### src/rtl/ppa_pkg.sv
package ppa_pkg;

  // coordinate and difference widths
  localparam int unsigned COORD_W = 32;
  localparam int unsigned DIFF_W  = COORD_W + 1;  // exact signed difference
  localparam int unsigned MAG_W   = COORD_W;      // |difference| stays below 2^32
  localparam int unsigned SUM_W   = MAG_W + 1;    // |dx| + |dy|
  localparam int unsigned ANGLE_W = 32;

  // configuration register indexes
  localparam int unsigned CFG_IDX_W = 1;
  localparam logic [CFG_IDX_W-1:0] REG_VIEW_X = 1'd0;
  localparam logic [CFG_IDX_W-1:0] REG_VIEW_Y = 1'd1;

  // per-point flags carried alongside the divider
  typedef struct packed {
    logic zero;    // point sits on the view origin
    logic dx_neg;  // left half plane
    logic dy_neg;  // lower half plane
  } ppa_flags_t;

endpackage

### src/rtl/ppa_div_step.sv
module ppa_div_step #(
  parameter int unsigned Q_W    = 31,
  parameter bit          DOUBLE = 1'b1
) (
  input  logic                       clk,
  input  logic                       rst,
  input  logic                       v_in,
  output logic                       rdy_up,
  input  logic [ppa_pkg::SUM_W-1:0]  rem_in,
  input  logic [ppa_pkg::SUM_W-1:0]  div_in,
  input  logic [Q_W-1:0]             q_in,
  input  ppa_pkg::ppa_flags_t        flags_in,
  output logic                       v_out,
  input  logic                       rdy_dn,
  output logic [ppa_pkg::SUM_W-1:0]  rem_out,
  output logic [ppa_pkg::SUM_W-1:0]  div_out,
  output logic [Q_W-1:0]             q_out,
  output ppa_pkg::ppa_flags_t        flags_out
);

  logic                       v;
  logic [ppa_pkg::SUM_W:0]    trial;
  logic [ppa_pkg::SUM_W:0]    diff;
  logic                       fits;

  // restoring step: partial remainder stays below the divisor
  assign trial = DOUBLE ? {rem_in, 1'b0} : {1'b0, rem_in};
  assign diff  = trial - {1'b0, div_in};
  assign fits  = trial >= {1'b0, div_in};

  assign rdy_up = !v || rdy_dn;

  always_ff @(posedge clk) begin
    if (rst) begin
      v <= 1'b0;
    end else if (rdy_up) begin
      v <= v_in;
    end
  end

  always_ff @(posedge clk) begin
    if (rdy_up) begin
      rem_out   <= fits ? diff[ppa_pkg::SUM_W-1:0] : trial[ppa_pkg::SUM_W-1:0];
      div_out   <= div_in;
      q_out     <= {q_in[Q_W-2:0], fits};
      flags_out <= flags_in;
    end
  end

  assign v_out = v;

endmodule

### config.mk
export PLATFORM = sky130hd
export DESIGN_NAME = ppa_div_step
export DESIGN_NICKNAME = d
export VERILOG_FILES = /design/src/rtl/ppa_pkg.sv /design/src/rtl/ppa_div_step.sv
export SDC_FILE = /design/constraint.sdc
export NUM_CORES = 1
export LEC_CHECK = 0
export BUFFER_PORTS_ARGS = -buffer_cell sky130_fd_sc_hd__buf_4
export CORE_ASPECT_RATIO = 0.6
export CORE_MARGIN = 10
export CORE_UTILIZATION = 40
export DETAILED_ROUTE_END_ITERATION = 12
export PLACE_DENSITY = 0.67
export SLEW_MARGIN = 20
export SYNTH_ARGS = -nofsm -noshare
export SYNTH_HDL_FRONTEND = slang
export SYNTH_SLANG_ARGS = --single-unit
### constraint.sdc
create_clock -name clk -period 4.6 [get_ports clk]
set_clock_uncertainty 0.1 [all_clocks]
set_input_delay 0.69 -clock clk [delete_from_list [all_inputs] [get_ports clk]]
set_output_delay 0.69 -clock clk [all_outputs]
set_load 0.01 [all_outputs]
==> results.yml <==
floorplanning:
  initial_core_util: 0.411
  ioPinCount: 206
  rows: 33
  die_w_um: 173
  dieArea_um2: 19400
  die-height_um: 112
  core_area_um2: 13700
pwr:
  total_power_mw: 2.61
  p_leak_nw: 3.42
  power_density_nw_per_um2: 343
  vdd_ir_drop_max_mv: 0.155
synthesis:
  synth-async-reset-ratio: 0
  synth_top_area_cell: "edfxtp_1"
  synthCells: 473
  yosysMostFrequentCell: "edfxtp_1"
  synth-compound-area-share: 0.145
  syn_nets: 611
  avgSynthCellArea_um2: 11.9
  synth-edff-count: 100
  synth_top_family_by_area: "compound AO/OA/AOI/OAI gates"
  netlist_area_um2: 5640
  synthSimpleGateAreaFrac: 0.0916
  ys_seq_area_frac: 0.536
  synth_ff_type: "edfxtp_1"
  synth_xor_area_frac: 0.0372
  synthDistinctLibCells: 51
  synth-adder-area-share: 0.0767
  synth_common_cells: "edfxtp_1, inv_1, a21oi_1, ha_1, nand2_1"
  yosys_warnings: 0
  ys_ff_latch: 101
  yosys-top-cells-area: "edfxtp_1, ha_1, mux2_4"
  synth_mux_area_frac: 0.0658
  synth_top_area_share: 0.532
place:
  dp_hpwl_um: 13300
  dp.cells: 857
  port_buffers: 204
  gp_congestion: 0.852
grt:
  grt_pass1_wl_um: 25500
  grt_max_degree: 66
  grt_pass1_vias: 4498
  overflow: 0
  antenna_found_initial: 0
  grt_usage: 0.163
route:
  drtIter0Drc: 257
  dr.pass1.iters: 4
  avgViaCountPerCell: 5.09
  num_vias: 4441
  ant_nets: 0
  routed_wirelength_um: 16400
  drc_errors: 0
  drt-wirelength-per-cell_um: 18.8
clock_tree:
  clock_sinks: 101
  post_cts_resized: 0
  worstSkewPairLatency_ns: 0.35
  clockBufferDepth: 2
  cts.clk_slew.worst_paths_ns: 0.08
  cts_made_buffers: 9
  cts-root-buf: "clkbuf_16"
  htreeDepth: 3
  cts_tree: "built"
  ctsHoldBuffers: 0
  post_cts_buffers: 0
layout:
  antenna_cells: 0
  drive_above_1_share: 0.366
  final_nets: 814
  final_util: 0.554
  area_growth_syn_to_layout_pct: 34.9
  final_cells: 873
timing:
  rsz0062_at_grt: "no"
  finalCriticalPeriod_ns: 3.59
  finalHoldViolCount: 0
  setup_viol: 0
  period_share: 0.780
  worst_pin_slew_ns: 0.880
  holdWs_ns: 0.383
  max_freq_mhz: 279
  slew_headroom: 0.413
  final.setup.tns_ns: 0
  drv_slew: 0
setup_path:
  worst_setup_path_start_kind: "input pin"
  crit_required_ns: 4.60
  end_kind: "register"
  crit_fanout: 25
  critPathKind: "in2reg"
  worstPathArrival_ns: 3.59
outcome:
  outcome: "completed"
worst_hold_path:
  hold_class: "in2reg"
run:
  cap_violations: 0
==> sequential cells by signal (all words and copies together), names as in the netlist <==
name	cells
v_out	1
flags_out	3
q_out	31
div_out	33
rem_out	33
==> layout make-up <==
class                           count  area, um2
Multi-Input combinational cell    315       2360
Inverter                           44        170
Clock inverter                      6       55.1
Fill cell                        1227       6130
Timing Repair Buffer              205       1540
Tap cell                          192        240
Clock buffer                       10        229
Sequential cell                   101       3020
==> report_power, final <==
group / total (mW) / internal (mW) / switching (mW)
registers: 1.17 / 1.14 / 0.0289
logic: 0.711 / 0.358 / 0.353
clock network: 0.736 / 0.378 / 0.358
total: 2.61 / 1.87 / 0.740
==> logic make-up after synthesis <==
| family | count (synthesis) |
|---|---|
| compound gates | 122 |
| xor+xnor | 24 |
| fa+ha+maj | 34 |
| buf+inv | 57 |
| flops | 101 |
| mux | 27 |
| simple gates | 108 |
==> per-stage QoR <==
stage / cell area, um2 / setup WS (ns)
finish: 7620 / 1.01
global route: 7620 / 0.783
CTS: 7620 / 1.01
detailed placement: 7330 / 0.630
global placement: 7330 / 0.664
floorplan: 5640 / 0.607
==> critical path, stage by stage <==
cell     delay [ns]
buf_4          0.11
ha_1           0.34
o21ai_0        0.28
nand2_1        0.16
o211a_1        0.18
nor2_2         0.22
o211a_1        0.43
o21a_1         0.56
inv_6          0.23
mux2_4         0.36
==> cells in the final DEF, fill, tap and decap left out, drive strengths merged, types with 2 or more instances in the layout <==
master and n:
buf 205, edfxtp 100, inv 47, a21oi 33, ha 33, nand2 31
nor2 28, mux2 24, o21ai 19, xnor2 15, o211ai 12, a21o 12
clkbuf 10, nand4 9, nor3 9, o21a 9, xor2 9, nand2b 9
o31ai 7, nand3 6, a31oi 6, o21bai 5, a211oi 4, o211a 3
nor4 3, a2111oi 3, and3 3, mux2i 3, nor2b 3, nand3b 2
and2 2, or3 2, a311o 2, clkinvlp 2
==> path summary, 6_finish.rpt <==
path | startpoint | slack (ns) | cells past startpoint | endpoint
worst max-delay path | rem_in[5] | 1.01 | 10 | rem_out[11]
worst min-delay path | rst | 0.38 | 2 | v_out
worst max register to register | v_out | 2.56 | 2 | rem_out[6]
worst min register to register | v_out | 1.11 | 1 | q_out[2]
==> layer usage <==
metal,part of all wire,global-route usage
met5,0,0
met2,0.41,0.234
met4,0.0041,0.0240
met1,0.50,0.233
met3,0.088,0.0592
No activity file was read; power rests on OpenSTA's default activity.
