===== config.mk =====
export PLATFORM = sky130hd
export DESIGN_NAME = ppa_back
export DESIGN_NICKNAME = d
export VERILOG_FILES = /design/src/rtl/ppa_pkg.sv /design/src/rtl/ppa_back.sv
export SDC_FILE = /design/constraint.sdc
export NUM_CORES = 1
export LEC_CHECK = 0
export BUFFER_PORTS_ARGS = -buffer_cell sky130_fd_sc_hd__buf_2
export CORE_ASPECT_RATIO = 0.7
export CORE_MARGIN = 10
export CORE_UTILIZATION = 56
export CTS_BUF_LIST = sky130_fd_sc_hd__clkbuf_8
export CTS_CLUSTER_DIAMETER = 40
export DETAILED_ROUTE_END_ITERATION = 7
export PLACE_DENSITY = 0.81
export SLEW_MARGIN = 20
export SYNTH_ARGS = -nofsm -noshare
export SYNTH_HDL_FRONTEND = slang
export SYNTH_SLANG_ARGS = --single-unit

===== constraint.sdc =====
create_clock -name clk -period 4.45 [get_ports clk]
set_input_delay 0.6675 -clock clk [delete_from_list [all_inputs] [get_ports clk]]
set_output_delay 0.6675 -clock clk [all_outputs]
set_load 0.005 [all_outputs]

===== src/rtl/ppa_pkg.sv =====
package ppa_pkg;

  // coordinate and difference widths
  localparam int unsigned COORD_W = 32;
  localparam int unsigned DIFF_W  = COORD_W + 1;  // exact signed difference
  localparam int unsigned MAG_W   = COORD_W;      // |difference| stays below 2^32
  localparam int unsigned SUM_W   = MAG_W + 1;    // |dx| + |dy|
  localparam int unsigned ANGLE_W = 32;

  // configuration register indexes
  localparam int unsigned CFG_IDX_W = 1;
  localparam logic [CFG_IDX_W-1:0] REG_VIEW_X = 1'd0;
  localparam logic [CFG_IDX_W-1:0] REG_VIEW_Y = 1'd1;

  // per-point flags carried alongside the divider
  typedef struct packed {
    logic zero;    // point sits on the view origin
    logic dx_neg;  // left half plane
    logic dy_neg;  // lower half plane
  } ppa_flags_t;

endpackage


===== src/rtl/ppa_back.sv =====
module ppa_back #(
  parameter int unsigned FRACTION_BITS = 30
) (
  input  logic                         clk,
  input  logic                         rst,
  input  logic                         v_in,
  output logic                         rdy_up,
  input  logic [ppa_pkg::SUM_W-1:0]    rem_in,
  input  logic [FRACTION_BITS:0]       q_in,
  input  ppa_pkg::ppa_flags_t          flags_in,
  output logic                         out_valid,
  input  logic                         out_stall,
  output logic [ppa_pkg::ANGLE_W-1:0]  pseudo_angle
);

  localparam logic [ppa_pkg::ANGLE_W-1:0] HALF_TURN =
    ppa_pkg::ANGLE_W'(1) << (FRACTION_BITS + 1);

  logic [ppa_pkg::ANGLE_W-1:0] q_wide;
  logic [ppa_pkg::ANGLE_W-1:0] round_up;
  logic [ppa_pkg::ANGLE_W-1:0] angle_next;

  assign q_wide   = ppa_pkg::ANGLE_W'(q_in);
  assign round_up = ppa_pkg::ANGLE_W'(rem_in != '0);

  always_comb begin
    if (flags_in.zero) begin
      angle_next = '0;
    end else if (!flags_in.dx_neg) begin
      angle_next = flags_in.dy_neg ? -q_wide : q_wide;
    end else begin
      // mirror: 2 - r (quotient rounded up) or, for dy < 0, 2 + r
      angle_next = flags_in.dy_neg ? HALF_TURN + q_wide
                                   : HALF_TURN - q_wide - round_up;
    end
  end

  assign rdy_up = !out_valid || !out_stall;

  always_ff @(posedge clk) begin
    if (rst) begin
      out_valid <= 1'b0;
    end else if (rdy_up) begin
      out_valid <= v_in;
    end
  end

  always_ff @(posedge clk) begin
    if (rdy_up) pseudo_angle <= angle_next;
  end

endmodule


==> results of run 1 <==
==> power groups by stage <==
stage | clock (uW) | sequential, uW | combinational (uW)
2_1_floorplan | 0 | 402 | 374
3_3_place_gp | 0 | 395 | 555
3_5_place_dp | 0 | 398 | 569
4_1_cts | 209 | 391 | 572
5_1_grt | 222 | 394 | 638
6_report | 206 | 391 | 590
==> layout make-up <==
class,instances,share of cell area (%)
Multi-Input combinational cell,487,63.7
Timing Repair Buffer,108,10.0
Inverter,62,4.23
Tap cell,120,2.73
Clock inverter,3,0.250
Clock buffer,5,1.25
Sequential cell,33,17.8
==> Yosys cell counts, types with 4 or more instances <==
master,instances,area [sq um]
a211oi_1,22,165
buf_1,4,15.0
a21oi_1,54,270
nor3_1,18,90.1
nand2b_1,5,31.3
xnor2_1,43,377
mux2i_1,10,100
o21bai_1,6,45.0
nand3_1,14,70.1
o211ai_1,7,52.6
inv_1,60,225
a31oi_1,8,50.1
clkbuf_1,16,60.1
nor4_1,11,68.8
nor2_1,64,240
o21ai_0,26,130
nand4_1,6,37.5
and2_1,4,25.0
nand2_1,27,101
ha_1,63,788
edfxtp_1,32,961
or2_2,6,37.5
a221oi_1,6,52.6
nor2b_1,9,56.3
and3_1,9,56.3
==> critical path, stage by stage <==
cell and delay [ns]:
buf_2 0.11, nor4_1 0.32, nand4_1 0.14, nor3_1 0.25
ha_1 0.25, ha_1 0.19, inv_1 0.07, ha_1 0.21
nor2_1 0.15, o221ai_1 0.23, a2111oi_2 0.48, a21oi_2 0.15
o211ai_2 0.29, xnor2_1 0.12, a221oi_1 0.40, nor2_1 0.09
==> placed cells by master (no fill, tap or decap), types with 7 or more instances in the layout <==
cell type,count
a211oi_1,22
a21oi_1,54
a31oi_1,8
and3_1,9
buf_2,104
edfxtp_1,32
ha_1,63
inv_1,61
mux2i_1,10
nand2_1,27
nand3_1,14
nor2_1,64
nor2b_1,9
nor3_1,18
nor4_1,11
o211ai_1,7
o21ai_0,26
xnor2_1,43
==> registers in the layout (all words and copies together), names as in the netlist <==
| name | flops |
|---|---|
| out_valid | 1 |
| pseudo_angle | 32 |
==> path summary, 6_finish.rpt <==
| kind | from | end | cells past startpoint |
|---|---|---|---|
| setup / recovery | rem_in[3] | pseudo_angle[21]$_SDFFCE_PP0P_ | 16 |
| hold / removal | out_valid$_SDFFE_PP0P_ | out_valid$_SDFFE_PP0P_ | 2 |
| setup reg to reg | out_valid$_SDFFE_PP0P_ | pseudo_angle[6]$_SDFFCE_PP0P_ | 2 |
| hold reg to reg | out_valid$_SDFFE_PP0P_ | out_valid$_SDFFE_PP0P_ | 2 |
==> routing by layer <==
layer	track usage, %	up-vias	wire length (um)
met5	0	-	0
met4	4.05	0	193
met3	5.17	24	2050
met2	33.3	322	6490
met1	34.4	2349	7280
li1	-	2408	-
==> cells by family (layout without fill, tap and decap cells) <==
| family | count (synthesis) | count (layout) |
|---|---|---|
| buffers and inverters | 87 | 178 |
| AO/OA/AOI/OAI | 184 | 184 |
| adder cells (fa/ha/maj) | 63 | 63 |
| AND/OR/NAND/NOR | 185 | 185 |
| multiplexers | 11 | 11 |
| XOR/XNOR | 44 | 44 |
| flip-flops | 33 | 33 |
==> through the flow <==
| step | total power (uW) | cells |
|---|---|---|
| after global placement | 951 | 810 |
| after global routing | 1250 | 818 |
| after detailed placement | 967 | 810 |
| final | 1190 | 818 |
| after CTS | 1170 | 818 |
| after floorplan | 776 | 607 |
==> run summary, run 1 <==
The flow ran to the end, and the final reports show no timing, DRC or antenna violations. The minimum setup slack in the final design is 0.337 ns. For this configuration, the core starts out at a cell density of 57.3%. The maximum number of pins on one net before global-route repair came out at 53. The worst slack on hold paths is 0.546 ns. The first-iteration detailed-routing DRC count is 751. The count of nets left with antenna violations after detail routing came out at 0. The post-route cell area came out at 5500 sq um. The number of max-cap violations is 0. The first-pass iteration count of the detailed router came out at 6.

Setup repair after global routing left no endpoint under its margin. After detailed routing, the number of remaining DRC violations is 0. The net count of the finished layout is 831. The share of the core filled with cells is 65.2%.

For this design, the sink count on the clock tree is 33. At the worst endpoint, the required time is 4.45 ns. The average wire per cell in the routed design is 19.6 um. The endpoint kind of the worst setup timing path is a flip-flop.

Adding up every negative setup slack in the final design gives 0 ns. The xor-xnor portion of the synthesized cell area came out at 7.96%. The startpoint-to-endpoint class of the critical path is in -> reg.

The combinational power share is 49.7%. The slew at the pin closest to its max-slew limit is 0.893 ns. The complex-gate fraction of the synthesized area came out at 26.7%. The post-CTS setup buffer count is 0.

The synthesized instance count is 607. The number of hold-slack violations in the final timing report is 0. The portion of the post-synthesis area used by sequential elements came out at 20.3%.

For the worst setup path, the data arrival time is 4.11 ns. The vias after detailed routing is 5,103. The final RePlAce weighted congestion is 0.986. The minimum period implied by the final worst setup slack is 4.11 ns. The total clock buffers created by CTS is 5. The horizontal die dimension is 131 um.

The cell-internal power is 716 uW. The ratio of cells with drive above 1 in the final layout is 19.8%. The sequential share of power came out at 32.9%. The adder-cell share of the synthesized area came out at 16.3%. Dividing the synthesized area by the synthesized cell count gives 7.98 sq um.

The final period utilization came out at 92.4%. The count of unique library cells instantiated by Yosys came out at 73. In the synthesized netlist the dominant register cell turns out to be edfxtp_1. The warning count from the yosys run came out at 0. Yosys mapped a number of flops with a built-in enable equal to 32. The relative slew slack came out at 40.5%. The post-synthesis share of cell area spent on and, or, nand and nor gates is 19.1%. The post-place instance area is 5420 sq um.

The number of global-route vias before repair is 4,650. The layout-stage area growth over the synthesis result came out at 13.6%. In this run the vertical extent of the chip is 97.8 um.

In this run the standard cell core region covers 8440 sq um. Summing all multi-input logic gate instances after layout gives 3500 sq um. The H-tree depth came out at 2. The sequential standard cell area is 981 sq um. The pre-CTS setup slack came out at 0.179 ns.

The row count is 28. The tree is rooted in a clkbuf_8. Once detailed placement completed, the half-perimeter wirelength came to 13.2 mm. The number of primary I/O pins came out at 105. The filler cell count in the final layout is 738. The total overflow left after global routing is 0. Dividing the detail-routed via count by the number of cells gives 6.24. The initial antenna violation count was 1. The setup-violating endpoint count in the final report is 0. The number of buffers inserted for hold repair after clock tree synthesis is 0. The proportion of total power due to net switching came out at 39.7%.

The cell leakage power is 0.00250 uW. The main combinational cell family by area after synthesis is compound AO/OA/AOI/OAI gates. The areal power density over the cells is 216 nW/um^2. The clock transition time at the flip-flop clock pins of the worst setup and hold paths came out at 0.06 ns. Measured against the total synthesized area, the mux share comes to 2.30%. The later-pin clock latency in the skew report came out at 0.28 ns.

The analysis attributes to net switching a power of 471 uW. The number of nets produced by synthesis is 741. The number of antenna diodes came out at 0. In this run the worst hold path is classified as reg -> reg. TritonCTS built the clock tree. The number of gates resized after CTS is 0.

The first-pass GRT wire length is 24.9 mm. The final-report max-slew violation count is 0. The global-route usage over all layers came out at 23.1%. VDD sags by at most 128 uV.

The maximum net fanout on the critical path came out at 3. The final routed wirelength across all metal layers came out at 16.0 mm. The power share of the clock group is 17.4%. The number of I/O port buffers is 104.

Summing every instance area after synthesis gives 4840 sq um. The total die area came out at 12,800 sq um. The kind of start point of the critical path is an input pin. After synthesis, the share of flip-flops with an asynchronous set or reset is 0%. The largest clock skew in the final design is 0.00490 ns. The number of storage elements in the synthesis netlist is 33. The setup check on the worst reg-to-reg path leaves a slack of 3.36 ns. The longest clock path from root to sink contains 2 buffers. The maximum clock rate is 0.243 GHz.
Note: power is estimated with default switching activity, not from simulation.
==> run 2: changes to the inputs <==
--- a/config.mk
+++ b/config.mk
@@ -8,11 +8,11 @@
 export BUFFER_PORTS_ARGS = -buffer_cell sky130_fd_sc_hd__buf_2
 export CORE_ASPECT_RATIO = 0.7
 export CORE_MARGIN = 10
-export CORE_UTILIZATION = 56
+export CORE_UTILIZATION = 58
 export CTS_BUF_LIST = sky130_fd_sc_hd__clkbuf_8
 export CTS_CLUSTER_DIAMETER = 40
 export DETAILED_ROUTE_END_ITERATION = 7
-export PLACE_DENSITY = 0.81
+export PLACE_DENSITY = 0.83
 export SLEW_MARGIN = 20
 export SYNTH_ARGS = -nofsm -noshare
 export SYNTH_HDL_FRONTEND = slang
==> run summary, run 2 (synthesized netlist as in run 1, its figures left out) <==
The area inside the core boundary came out at 8010 sq um (-5.2%). The slew at the pin closest to its max-slew limit came out at 0.939 ns (+0.0465 ns). The final total negative setup slack came out at 0 ns (unchanged). The kind of start point of the critical path is an input pin. Leaving out fill and tap cells, the most frequent cell in the layout is buf_2. The launching element of the worst setup path is rem_in[29]. The worst slack on hold paths is 0.512 ns (-0.0342 ns).

The final-report max-slew violation count is 0 (unchanged). The power share of the clock group is 18.4% (+1.0 points). The reported net switching power was 490 uW (+4.0%). The clock transition time at the flip-flop clock pins of the worst setup and hold paths is 0.07 ns (about the same). The half-perimeter wire length after placement is 13.3 mm (+1.2%). The number of hold-slack violations in the final timing report is 0 (unchanged). The row count is 27 (-3.6%). The total die area is 12,500 sq um (-2.8%). The number of global-route vias before repair came out at 4,604 (-0.99%). The maximum number of pins on one net before global-route repair is 53 (unchanged).

The post-route DRC violation count came out at 0 (unchanged). The cell leakage power came to 0.00249 uW (-0.41%). The maximum clock rate is 0.258 GHz (+6.3%). The relative slew slack came to 37.1% (-3.3 points). Setup repair after global routing left no endpoint under its margin.

The H-tree depth came to 2 (unchanged). The vertical extent of the die is 96.4 um (-1.4%). The minimum period implied by the final worst setup slack came out at 3.87 ns (-0.244 ns). The cell-internal power came to 717 uW (+0.17%). The number of antenna diodes came out at 0 (unchanged).

The total number of clock tree sinks is 33 (unchanged). The routed via count divided by cell count came out at 6.48 (+3.9%). The largest clock skew in the final design is 0.00311 ns (-0.00179 ns).

The overall overflow remaining after global route was 0 (unchanged). The maximum net fanout on the critical path is 3 (unchanged). The final period utilization was 86.9% (-5.5 points). The number of primary I/O pins is 105 (unchanged).

The number of I/O port buffers came out at 104 (unchanged). The worst setup slack for register-to-register paths is 3.35 ns (about the same). The average wire per cell in the routed design came out at 20.5 um (+4.9%). The starting utilization of the core area came to 60.5% (+3.1 points). More flip-flops sit in one register than any other, and that register is pseudo_angle.

The worst path arrival time was 3.88 ns (-0.23 ns). The sequential share of power is 32.4% (-0.5 points). Leaving out fill and tap cells, the most frequent cells in the layout are 104 x buf_2, 64 x nor2_1, 63 x ha_1. The horizontal die dimension came to 129 um (-1.5%). The final RePlAce weighted congestion came out at 1.02 (+3.9%). The startpoint identified for the worst register-to-register timing path is out_valid$_SDFFE_PP0P_. The buffer depth of the longest clock path is 2 (unchanged). The kind of path behind the tightest hold check is reg -> reg.

The setup-violating endpoint count in the final report is 0 (unchanged). The layout-stage area growth over the synthesis result is 13.1%. The final routed wirelength across all metal layers was 16.4 mm (+2.4%). In the final layout, the registers with the most flip-flops are pseudo_angle x32, out_valid x1.

The worst register-to-register path ends at pseudo_angle[6]$_SDFFCE_PP0P_. The tree is rooted in a clkbuf_8. The post-CTS setup buffer count is 0 (unchanged). The number of nets at the end of the flow is 830 (-0.12%). The largest voltage drop on the vdd net is 96.7 uV (-25%).

The areal power density over the cells came to 221 nW/um^2 (+2.2%). The number of buffers inserted for hold repair after clock tree synthesis is 0 (unchanged). The ratio of cells with drive above 1 in the final layout came out at 19.8% (+0.028 points). The vias after detailed routing was 5,173 (+1.4%). The later-pin clock latency in the skew report is 0.29 ns (about the same). The worst setup path is captured at a flip-flop. The number of flip-flops in the largest register came to 32 (unchanged). The number of max-cap violations came to 0 (unchanged). The combinational power share came out at 49.2% (-0.5 points). The first-pass GRT wire length came out at 24.8 mm (-0.53%). The first-iteration detailed-routing DRC count came out at 551 (-27%).

The startpoint-to-endpoint class of the critical path is in -> reg. The flow ran to the end, and the final reports show no timing, DRC or antenna violations. The count of nets left with antenna violations after detail routing was 0 (unchanged). The global-route usage over all layers is 24.8% (+1.6 points).

The proportion of total power due to net switching was 40.6% (+0.91 points). The endpoint of the most critical setup path is pseudo_angle[21]$_SDFFCE_PP0P_. The CTS tree is built.

The first-pass iteration count of the detailed router came out at 6 (unchanged). The total clock buffers created by CTS came out at 5 (unchanged). The initial antenna violation count was 0 (-1). The logic depth of the worst register-to-register path is 2 (unchanged). The worst endpoint required time is 4.47 ns (+0.02 ns). The number of gates resized after CTS is 0 (unchanged).
run 2: cell type report:
cell class              count  area, sq um
multi-input cells         487         3500
repair buffers            107          543
well taps                 101          126
flip-flops and latches     33          981
fillers                   667         2530
inverters                  62          233
clock inverters             3         17.5
clock buffers               5         68.8
run 2: per-stage QoR:
step | cells | power [uW] | utilization, % | cell area [sq um] | setup WS [ns]
final | 798 | 1210 | 68.4 | 5470 | 0.581
after global placement | 790 | 954 | 67.3 | 5390 | 0.425
after CTS | 798 | 1180 | 68.4 | 5470 | 0.634
after global routing | 798 | 1270 | 68.4 | 5470 | 0.324
after detailed placement | 790 | 967 | 67.3 | 5390 | 0.345
after floorplan | 607 | 776 | - | 4840 | 1.00
run 2: worst min-delay path by stage:
| stage | startpoint | end | slack, ns | cells after the start |
|---|---|---|---|---|
| after global routing | rst | out_valid$_SDFFE_PP0P_ | 0.53 | 2 |
| after detailed placement | out_valid$_SDFFE_PP0P_ | out_valid$_SDFFE_PP0P_ | 0.50 | 2 |
| after CTS | out_valid$_SDFFE_PP0P_ | out_valid$_SDFFE_PP0P_ | 0.52 | 2 |
| final | out_valid$_SDFFE_PP0P_ | out_valid$_SDFFE_PP0P_ | 0.51 | 2 |
| after global placement | out_valid$_SDFFE_PP0P_ | out_valid$_SDFFE_PP0P_ | 0.48 | 2 |
| after floorplan | out_valid$_SDFFE_PP0P_ | out_valid$_SDFFE_PP0P_ | 0.50 | 2 |
run 2: metal layers:
layer / routed length [um] / track usage (%) / up-vias
li1: - / - / 2400
met4: 76 / 2.45 / 0
met2: 6600 / 35.8 / 327
met5: 0 / 0 / -
met3: 2410 / 8.65 / 8
met1: 7290 / 35.6 / 2438
run 2: power by group through the flow:
stage               Combinational, uW  Sequential [uW]  Clock, uW
floorplan                         374              402          0
global placement                  558              396          0
detailed placement                569              398          0
CTS                               572              392        221
global route                      639              395        234
finish                            594              391        222
run 2: worst max-delay path, cell delays in order:
cell and delay (ns):
buf_2 0.10, nor4_1 0.29, nand4_1 0.16, nor3_1 0.19, ha_1 0.21, ha_1 0.18, inv_1 0.07, ha_1 0.20
nor2_1 0.12, o221ai_1 0.22, a2111oi_2 0.45, a21oi_2 0.14, o211ai_2 0.27, xnor2_1 0.15, a221oi_1 0.38, nor2_1 0.08
