[config.mk]
export PLATFORM = sky130hd
export DESIGN_NAME = ppa_front
export DESIGN_NICKNAME = d
export VERILOG_FILES = /design/src/rtl/ppa_pkg.sv /design/src/rtl/ppa_front.sv
export SDC_FILE = /design/constraint.sdc
export NUM_CORES = 1
export LEC_CHECK = 0
export BUFFER_PORTS_ARGS = -buffer_cell sky130_fd_sc_hd__buf_2
export CORE_UTILIZATION = 57
export DETAILED_ROUTE_END_ITERATION = 12
export PLACE_DENSITY = 0.9
export SYNTH_ARGS = -nofsm -noshare
export SYNTH_HDL_FRONTEND = slang
export SYNTH_SLANG_ARGS = --single-unit
[constraint.sdc]
create_clock -name clk -period 6.3 [get_ports clk]
set_clock_uncertainty 0.05 [all_clocks]
set_input_delay 0.315 -clock clk [delete_from_list [all_inputs] [get_ports clk]]
set_output_delay 0.315 -clock clk [all_outputs]
set_load 0.02 [all_outputs]
[src/rtl/ppa_pkg.sv]
package ppa_pkg;

  // coordinate and difference widths
  localparam int unsigned COORD_W = 32;
  localparam int unsigned DIFF_W  = COORD_W + 1;  // exact signed difference
  localparam int unsigned MAG_W   = COORD_W;      // |difference| stays below 2^32
  localparam int unsigned SUM_W   = MAG_W + 1;    // |dx| + |dy|
  localparam int unsigned ANGLE_W = 32;

  // configuration register indexes
  localparam int unsigned CFG_IDX_W = 1;
  localparam logic [CFG_IDX_W-1:0] REG_VIEW_X = 1'd0;
  localparam logic [CFG_IDX_W-1:0] REG_VIEW_Y = 1'd1;

  // per-point flags carried alongside the divider
  typedef struct packed {
    logic zero;    // point sits on the view origin
    logic dx_neg;  // left half plane
    logic dy_neg;  // lower half plane
  } ppa_flags_t;

endpackage

[src/rtl/ppa_front.sv]
module ppa_front (
  input  logic                                clk,
  input  logic                                rst,
  input  logic signed [ppa_pkg::COORD_W-1:0]  view_x,
  input  logic signed [ppa_pkg::COORD_W-1:0]  view_y,
  input  logic                                in_valid,
  output logic                                in_stall,
  input  logic signed [ppa_pkg::COORD_W-1:0]  point_x,
  input  logic signed [ppa_pkg::COORD_W-1:0]  point_y,
  output logic                                v_out,
  input  logic                                rdy_dn,
  output logic [ppa_pkg::SUM_W-1:0]           rem_out,
  output logic [ppa_pkg::SUM_W-1:0]           div_out,
  output ppa_pkg::ppa_flags_t                 flags_out
);

  // stage a: differences
  logic                               a_v;
  logic                               a_rdy;
  logic signed [ppa_pkg::DIFF_W-1:0]  a_dx;
  logic signed [ppa_pkg::DIFF_W-1:0]  a_dy;

  // stage b: magnitudes, sum and flags
  logic                               b_v;
  logic                               b_rdy;
  logic [ppa_pkg::MAG_W-1:0]          b_dy_mag;
  logic [ppa_pkg::SUM_W-1:0]          b_sum;
  ppa_pkg::ppa_flags_t                b_flags;

  logic signed [ppa_pkg::DIFF_W-1:0]  dx_next;
  logic signed [ppa_pkg::DIFF_W-1:0]  dy_next;
  logic [ppa_pkg::DIFF_W-1:0]         dx_negated;
  logic [ppa_pkg::DIFF_W-1:0]         dy_negated;
  logic [ppa_pkg::MAG_W-1:0]          dx_mag;
  logic [ppa_pkg::MAG_W-1:0]          dy_mag;

  assign a_rdy    = !a_v || b_rdy;
  assign b_rdy    = !b_v || rdy_dn;
  assign in_stall = !a_rdy;

  assign dx_next = ppa_pkg::DIFF_W'(point_x) - ppa_pkg::DIFF_W'(view_x);
  assign dy_next = ppa_pkg::DIFF_W'(point_y) - ppa_pkg::DIFF_W'(view_y);

  assign dx_negated = -a_dx;
  assign dy_negated = -a_dy;
  assign dx_mag = a_dx[ppa_pkg::DIFF_W-1] ? dx_negated[ppa_pkg::MAG_W-1:0]
                                          : a_dx[ppa_pkg::MAG_W-1:0];
  assign dy_mag = a_dy[ppa_pkg::DIFF_W-1] ? dy_negated[ppa_pkg::MAG_W-1:0]
                                          : a_dy[ppa_pkg::MAG_W-1:0];

  always_ff @(posedge clk) begin
    if (rst) begin
      a_v <= 1'b0;
      b_v <= 1'b0;
    end else begin
      if (a_rdy) a_v <= in_valid;
      if (b_rdy) b_v <= a_v;
    end
  end

  always_ff @(posedge clk) begin
    if (a_rdy) begin
      a_dx <= dx_next;
      a_dy <= dy_next;
    end
    if (b_rdy) begin
      b_dy_mag       <= dy_mag;
      b_sum          <= {1'b0, dx_mag} + {1'b0, dy_mag};
      b_flags.zero   <= (a_dx == '0) && (a_dy == '0);
      b_flags.dx_neg <= a_dx[ppa_pkg::DIFF_W-1];
      b_flags.dy_neg <= a_dy[ppa_pkg::DIFF_W-1];
    end
  end

  assign v_out     = b_v;
  assign rem_out   = {1'b0, b_dy_mag};
  assign div_out   = b_sum;
  assign flags_out = b_flags;

endmodule

==> metrics list, run 1 <==
* Outcome: complete, no violations
* Reg clk slew, reported paths: 0.06 ns
* Library cells used by synthesis: 71
* Number of enable-type register cells in the synthesized netlist: 134
- The count of nets left with antenna violations once routing finished came out at 0.
- The final critical path takes up 80.4% of the cycle.
- Summing all placed instances gives a cell area of 11800 µm².
- Counting the buffers created by CTS gives 17.
* Initial core utilization: 58.3%
* Count of hold-fix buffers inserted at cts: 0
- The path with the worst hold slack has its endpoint at v_out$_SDFFE_PP0P_.
* Weighted congestion at the end of routability-driven global placement: 0.912
- For the final routed database, the setup TNS stands at 0 ns.
- Number of buffers on the longest clock path: 2
- Crit-path max FO: 7
* Biggest area consumer among synthesized cells: sky130_fd_sc_hd__edfxtp_1
* DR top layer: met4
- Cells fill 68.4% of the core in the end.
- The number of global-route vias before repair came to 8776.
- Type of destination of the critical path: flip-flop
- The routed design uses 12700 µm of met2 wire.
- Power per cell area: 396 nW/µm²
* YS warnings: 0
* Die width: 138 µm
* CTS tree: yes
* Chain of cells forming the critical path: or4_1 > or3_1 > or3_1 > o41ai_1 > xnor2_1 > ha_1 > nand2_1 > a21oi_1 > nor2_1 > o31ai_1 > a221oi_4 > o311ai_4 > a311o_1 > a21oi_2 > xnor2_1
- Counting both buffers and inverters, the worst setup path holds a total of 0.
- Number of detailed-route iterations in the first pass: 6
- Number of cells traversed by the worst hold path: 2
- Cells after synthesis: 1097
- Final Hold Violating Endpoints: 0
* Total core area: 18000 µm²
* Launch instance of the worst min-delay path: rst
- Final Critical Period: 5.06 ns
- Register-to-register setup slack: 1.24 ns
- Category of the worst setup path launch point: flip-flop
- Total routed wirelength: 26600 µm
- The number of max-slew violations in the final report was 0.
- Arrival time at the worst endpoint: 5.19 ns
- Dominant cells by area after synthesis: sky130_fd_sc_hd__edfxtp_1, sky130_fd_sc_hd__ha_1, sky130_fd_sc_hd__xnor2_1
- For the worst setup path, the data required time is 6.42 ns.
- Metal1 wirelength: 11400 µm
- IR Drop Worst-Case VDD: 0.318 mV
* Area of the mapped netlist: 10500 µm²
- Sum of met3 wire segment lengths after detailed routing: 1990 µm
- The setup path with the least slack is of type flip-flop to flip-flop.
- Synthesized area per cell: 9.58 µm²
- Mean routed wirelength per cell: 17.2 µm
- Area growth from synthesis to layout: 17.2%
* Async SR Flop Fraction: 0%
- Clock tree synthesis selected as its root buffer the cell sky130_fd_sc_hd__clkbuf_16.
- Summed over all cells, the static leakage comes to 5.51 nW.
- Clock Latency Late Sink: 0.43 ns
* Slew HR: 30.5%
- Global-route usage over all layers: 28.5%
- The total overflow left after global routing is 0.
- Share of final-layout standard cells stronger than drive strength 1: 19.0%
- The startpoint identified for the worst register-to-register timing path is a_dy[5]$_DFFE_PN_.
* Crit path largest cell delay: 0.56 ns
- Setup violations remaining at the end of the flow were counted as 0.
* Level count of the clock H-tree: 4
- Leading register cell type out of synthesis: sky130_fd_sc_hd__edfxtp_1
- At the end of the flow, the number of nets in the layout was 1536.
* Std-Cell Rows: 49
* Maximum number of pins on one net before global-route repair: 69
- The repair_antennas step left the layout with diodes totalling 0.
- Once the clock tree was built, the setup fixing pass inserted 0 buffers.
* Path type of the worst min-delay path: primary input to flip-flop
- Die area: 19000 µm²
- CTS saw 136 sinks.
* Yosys reg bits: 136
* Number of vias per cell: 5.98
* Register area share after synthesis: 38.7%
- Highest clock rate: 198 MHz
- The slowest stage of the critical path belongs to the cell sky130_fd_sc_hd__or4_1.
* Worst Tran Pin Value: 1.04 ns
* Total half-perimeter wirelength after legalization and detailed placement: 20400 µm
- Global-route wire length before repair: 42100 µm
- RSZ-0062 raised after global routing: no
- The routed layout has 9241 vias.
* R2R depth: 15
- Top-area cell type share of the netlist area: 38.3%
- The finished cells cover 12300 µm².
* Max-cap violations: 0
* Die boundary height: 138 µm
- Hold is met by 0.0167 ns.
- The number of antenna violations at the first check in global routing is 0.
- Iter 0 DRT Violations: 896
* Delay-heaviest family, CP: compound AO/OA/AOI/OAI gates
- Remaining DRCs: 0
* Number of I/O pins: 203
- The endpoint identified for the worst register-to-register timing path is div_out[30]$_DFFE_PP_.
- In this run, post-CTS repair resized a total of 0 instances.
- Mapped Nets: 1329
* Quantity of I/O buffers inserted on ports: 201
## cell type report
type                    instances  area (µm²)
repair buffers                204        1030
flip-flops and latches        136        4060
fillers                      1375        5700
clock inverters                13         125
multi-input cells             831        5960
well taps                     229         287
inverters                     114         428
clock buffers                  19         433
## layout by cell type (no fill, tap or decap), drive strengths merged, types with 9 or more instances in the layout
cell / n
o21ai: 72
and3: 9
nand2b: 23
o41ai: 11
nand2: 75
o31ai: 17
a21oi: 83
nand3: 24
buf: 204
o211ai: 9
nor2b: 10
nor3: 24
xnor2: 111
or3: 14
o21a: 13
clkbuf: 19
ha: 97
nor2: 62
xor2: 27
inv: 116
o21bai: 10
edfxtp: 134
a21o: 35
## cells by family after synthesis
| group | Yosys count | share of synthesized area, % |
|---|---|---|
| DFF | 136 | 38.7 |
| adders and majority gates | 101 | 12.2 |
| AOI/OAI and AO/OA | 308 | 19.4 |
| buffers and inverters | 130 | 4.68 |
| xor gates and xnor gates | 138 | 11.6 |
| muxes | 2 | 0.190 |
| other | 1 | 0.0357 |
| and+or+nand+nor | 281 | 13.3 |
## synthesized netlist by cell type, types with 3 or more instances
master and count:
sky130_fd_sc_hd__edfxtp_1 134, sky130_fd_sc_hd__o31a_1 3, sky130_fd_sc_hd__a211oi_1 7, sky130_fd_sc_hd__o21bai_1 10, sky130_fd_sc_hd__a211o_1 3, sky130_fd_sc_hd__or3_1 13, sky130_fd_sc_hd__clkbuf_1 15, sky130_fd_sc_hd__o21ai_0 66
sky130_fd_sc_hd__o41ai_1 10, sky130_fd_sc_hd__a21o_1 35, sky130_fd_sc_hd__fa_1 3, sky130_fd_sc_hd__nand3b_1 6, sky130_fd_sc_hd__a21oi_1 82, sky130_fd_sc_hd__o2111ai_1 4, sky130_fd_sc_hd__o311ai_0 4, sky130_fd_sc_hd__and3_1 9
sky130_fd_sc_hd__nand4_1 6, sky130_fd_sc_hd__xor2_1 26, sky130_fd_sc_hd__and2_1 5, sky130_fd_sc_hd__a31oi_1 8, sky130_fd_sc_hd__xnor2_1 111, sky130_fd_sc_hd__nand3_1 24, sky130_fd_sc_hd__o21a_1 13, sky130_fd_sc_hd__o211ai_1 9
sky130_fd_sc_hd__nor2b_1 10, sky130_fd_sc_hd__o31ai_1 17, sky130_fd_sc_hd__a2111oi_0 3, sky130_fd_sc_hd__nand2b_1 23, sky130_fd_sc_hd__inv_1 113, sky130_fd_sc_hd__nor4_1 8, sky130_fd_sc_hd__nor2_1 62, sky130_fd_sc_hd__nand2_1 75
sky130_fd_sc_hd__nor3_1 24, sky130_fd_sc_hd__o21ai_1 6, sky130_fd_sc_hd__or4_1 4, sky130_fd_sc_hd__ha_1 97, sky130_fd_sc_hd__o22ai_1 4
## worst max path at each step
stage,startpoint,to,slack (ns),cells after the start
after floorplan,a_dy[5]$_DFFE_PN_,div_out[30]$_DFFE_PP_,1.74,16
after global placement,a_dy[5]$_DFFE_PN_,div_out[30]$_DFFE_PP_,1.53,15
after detailed placement,a_dy[5]$_DFFE_PN_,div_out[30]$_DFFE_PP_,1.31,15
after CTS,a_dy[5]$_DFFE_PN_,div_out[30]$_DFFE_PP_,1.26,15
after global routing,a_dy[5]$_DFFE_PN_,div_out[30]$_DFFE_PP_,0.86,15
final,a_dy[5]$_DFFE_PN_,div_out[30]$_DFFE_PP_,1.24,15
## metal layers
layer	global-route usage, %	up-vias
met4	8.57	0
met5	0	-
met2	48.7	465
li1	-	4427
met1	37.2	4296
met3	4.45	53
## sequential cells by signal, indices dropped and copies added (netlist names)
register / count
flags_out: 3
a_dy: 33
div_out: 33
v_out: 1
b_dy_mag: 32
a_dx: 33
a_v: 1
## metrics by stage
stage	worst slack, ns	power, mW	cells
final	1.24	4.88	1546
after global routing	0.862	5.17	1546
after CTS	1.26	4.85	1546
after detailed placement	1.31	3.88	1514
after global placement	1.53	3.81	1514
after floorplan	1.74	3.28	1097
## power by group
group | switching [mW] | total (mW) | leakage, nW | internal, mW
Clock | 0.396 | 0.940 | 0.244 | 0.545
Combinational | 1.41 | 2.36 | 3.83 | 0.951
Sequential | 0.163 | 1.58 | 1.43 | 1.42
Total | 1.97 | 4.88 | 5.51 | 2.92
Note: power is estimated with default switching activity, not from simulation.
==> run 2: changes to the inputs <==
--- a/config.mk
+++ b/config.mk
@@ -6,9 +6,9 @@
 export NUM_CORES = 1
 export LEC_CHECK = 0
 export BUFFER_PORTS_ARGS = -buffer_cell sky130_fd_sc_hd__buf_2
-export CORE_UTILIZATION = 57
+export CORE_UTILIZATION = 51
 export DETAILED_ROUTE_END_ITERATION = 12
-export PLACE_DENSITY = 0.9
+export PLACE_DENSITY = 0.85
 export SYNTH_ARGS = -nofsm -noshare
 export SYNTH_HDL_FRONTEND = slang
 export SYNTH_SLANG_ARGS = --single-unit
==> constraint.sdc (replaced) <==
create_clock -name clk -period 4.4 [get_ports clk]
set_clock_uncertainty 0.05 [all_clocks]
set_input_delay 0.22 -clock clk [delete_from_list [all_inputs] [get_ports clk]]
set_output_delay 0.22 -clock clk [all_outputs]
set_load 0.02 [all_outputs]
==> metrics list, run 2 (synthesis results as in run 1) <==
* Level count of the clock H-tree: 4 (unchanged)
* Final setup violation count: 5 (was 0)
- Chain of cells forming the critical path: or4_4 > or3_4 > or3_4 > o41ai_4 > xnor2_2 > ha_1 > nand2_2 > o211ai_1 > o22ai_2 > o31ai_4 > a221oi_4 > o311ai_4 > buf_4 > a31o_1 > nand3_1 > nand3_1 (was or4_1 > or3_1 > or3_1 > o41ai_1 > xnor2_1 > ha_1 > nand2_1 > a21oi_1 > nor2_1 > o31ai_1 > a221oi_4 > o311ai_4 > a311o_1 > a21oi_2 > xnor2_1).
- Remaining DRCs: 0 (unchanged)
- The wire length reported by the detailed router is 27000 µm (was 26600 µm).
- Number of vias per cell: 5.74 (was 5.98)
* Highest clock rate: 221 MHz (was 198 MHz)
- The standard cell with the maximum stage delay on the critical path is sky130_fd_sc_hd__or4_4 (was sky130_fd_sc_hd__or4_1).
- The wire length per cell after detailed routing is 16.6 µm (was 17.2 µm).
- The most common cell after layout, fill and taps aside is sky130_fd_sc_hd__buf_2 (unchanged).
* Crit-path max FO: 4 (was 7)
* Category of the worst setup path launch point: flip-flop (unchanged)
* Most frequent cells in the layout: sky130_fd_sc_hd__buf_2, sky130_fd_sc_hd__edfxtp_1, sky130_fd_sc_hd__inv_1, sky130_fd_sc_hd__xnor2_1, sky130_fd_sc_hd__ha_1 (unchanged)
* CP Data Required Time: 4.52 ns (was 6.42 ns)
* Number of detailed-route iterations in the first pass: 6 (unchanged)
- The cell family contributing the most delay on the critical path is simple AND/OR/NAND/NOR gates (was compound AO/OA/AOI/OAI gates).
- The number of max-slew violations in the final report came to 0 (unchanged).
- The relative max-transition margin was 43.3% (was 30.5%).
- Clock Latency Late Sink: 0.43 ns (about the same)
* Final core utilization: 63.6% (was 68.4%)
* Final std cells w/o fill: 1622 (was 1546)
* Path type of the worst min-delay path: primary input to flip-flop (unchanged)
- The cell area after placement is 12000 µm² (was 11800 µm²).
- Area growth from synthesis to layout: 22.3% (was 17.2%)
* WP buf/inv: 1 (was 0)
- The reported leakage power came to 5.76 nW (was 5.51 nW).
- Type of destination of the critical path: flip-flop (unchanged)
* Int Pwr: 4.45 mW (was 2.92 mW)
- Quantity of I/O buffers inserted on ports: 201 (unchanged)
* # fillers: 1556 (was 1375)
* Crit path largest cell delay: 0.57 ns (was 0.56 ns)
* RSZ-0062 raised after global routing: yes (was no)
* Via count of the routed design: 9303 (was 9241)
- Arrival time at the worst endpoint: 4.65 ns (was 5.19 ns)
* Setup Slack @ Placement: -0.169 ns (was 1.31 ns)
- Sum of negative setup slack: -0.403 ns (was 0 ns)
- Total half-perimeter wirelength after legalization and detailed placement: 20800 µm (was 20400 µm)
* Cell area after layout: 12900 µm² (was 12300 µm²)
- The violation count after the first detailed-routing iteration came to 799 (was 896).
- Outcome: complete, but fails checks (was complete, no violations)
- The last weighted congestion value of the routability-driven placer is 0.906 (was 0.912).
- The launch point of the critical path was a_dy[4]$_DFFE_PN_ (was a_dy[5]$_DFFE_PN_).
- IR Drop Worst-Case VDD: 0.374 mV (was 0.318 mV)
* Final Hold Violating Endpoints: 0 (unchanged)
* Total power: 7.48 mW (was 4.88 mW)
* Count of cell instances traversed by the critical path: 16 (was 15)
- The number of cell instances on the worst register-to-register path is 16 (was 15).
- Relative contribution of the clock network to total power: 18.2% (was 19.3%)
* Termination of the worst setup path: div_out[32]$_DFFE_PP_ (was div_out[30]$_DFFE_PP_)
* Max-cap violations: 0 (unchanged)
- Number of buffers inserted during clock tree synthesis: 17 (unchanged)
* Number of antenna violations at the first check in global routing: 0 (unchanged)
- Congestion Overflow GR: 0 (unchanged)
- The hold slack was 0.101 ns (was 0.0167 ns).
- The checks that failed: setup timing.
* Number of buffers on the longest clock path: 2 (unchanged)
- The start of the worst register-to-register path is a_dy[4]$_DFFE_PN_ (was a_dy[5]$_DFFE_PN_).
- Post-route antenna net violation count: 0 (unchanged)
- The vertical die dimension was 146 µm (was 138 µm).
- Register-to-register setup slack: -0.13 ns (was 1.24 ns)
- The destination of the worst register-to-register timing path is div_out[32]$_DFFE_PP_ (was div_out[30]$_DFFE_PP_).
* Final Critical Period: 4.53 ns (was 5.06 ns)
- Number of diodes added for antenna fixing: 0 (unchanged)
* Post-layout nets: 1571 (was 1536)
- The number of global-route vias before repair came to 8694 (was 8776).
- The aggregate global-route resource usage came to 24.5% (was 28.5%).
* Clk Tree Root Cell: sky130_fd_sc_hd__clkbuf_16 (unchanged)
* Die area: 21200 µm² (was 19000 µm²)
* Total core area: 20200 µm² (was 18000 µm²)
* Share of power burned in combinational logic: 51.5% (was 48.3%)
- The power density normalized to cell area was 582 nW/µm² (was 396 nW/µm²).
- Share of final-layout standard cells stronger than drive strength 1: 23.4% (was 19.0%)
* Die width: 146 µm (was 138 µm)
- Switch Pwr: 3.03 mW (was 1.97 mW)
* Proportion of total power due to net switching: 40.5% (was 40.3%)
- The count of clock tree sinks came to 136 (unchanged).
- Maximum number of pins on one net before global-route repair: 67 (was 69)
- The sequential share of power is 30.3% (was 32.4%).
* Number of I/O pins: 203 (unchanged)
* Post-Place Cells: 1578 (was 1514)
- Worst Tran Pin Value: 0.849 ns (was 1.04 ns)
- Worst setup path class: flip-flop to flip-flop (unchanged)
- Global-route wire length before repair: 41600 µm (was 42100 µm)
* Reg clk slew, reported paths: 0.06 ns (about the same)
- Final worst-path setup slack: -0.134 ns (was 1.24 ns)
- Std-Cell Rows: 52 (was 49)
- The post-route clock period utilization is 103% (was 80.4%).
- The starting utilization of the core area is 52.0% (was 58.3%).
- The clock tree from TritonCTS is yes (unchanged).
[run 2: final cells by class]
type	instances	area [µm²]	share of cell area [%]
Inverter	114	428	3.33
Clock buffer	17	425	3.31
Timing Repair Buffer	239	1300	10.1
Multi-Input combinational cell	831	6170	47.9
Sequential cell	136	4060	31.6
Clock inverter	15	140	1.09
Tap cell	270	338	2.63
[run 2: routing by layer]
layer / vias to the layer above / wire, µm / global-route usage (%)
met4: 0 / 811 / 9.32
met2: 446 / 12600 / 41.3
met5: - / 0 / 0
li1: 4489 / - / -
met1: 4299 / 11700 / 31.8
met3: 69 / 1910 / 3.76
[run 2: timing repair]
item                                    4_1_cts  5_1_grt
buffers inserted                              0       11
cloned                                        0        0
pin swaps                                     4       33
resized for setup                            13       32
endpoints found under the setup margin        7       11
endpoints found under the hold margin         2        0
hold buffers                                  2        0
[run 2: tightest hold or removal path, cell delays in order]
cell                      delay (ns)
sky130_fd_sc_hd__buf_2          0.08
sky130_fd_sc_hd__nor2b_1        0.08
sky130_fd_sc_hd__nor2_1         0.10
sky130_fd_sc_hd__nor2_1         0.05
[run 2: power by group through the flow]
stage	Sequential, mW	Combinational [mW]	Clock [mW]
finish	2.27	3.85	1.36
global route	2.31	4.12	1.42
floorplan	2.59	2.12	0
detailed placement	2.28	3.44	0
CTS	2.26	3.51	1.36
global placement	2.26	3.36	0
[run 2: worst min-delay path by stage]
stage / from / endpoint / depth (start not counted)
after floorplan: rst / a_v$_SDFFE_PP0N_ / 1
final: rdy_dn / v_out$_SDFFE_PP0P_ / 4
after CTS: rdy_dn / v_out$_SDFFE_PP0P_ / 4
after global placement: rst / v_out$_SDFFE_PP0P_ / 2
after detailed placement: rst / a_v$_SDFFE_PP0N_ / 2
after global routing: rdy_dn / v_out$_SDFFE_PP0P_ / 4
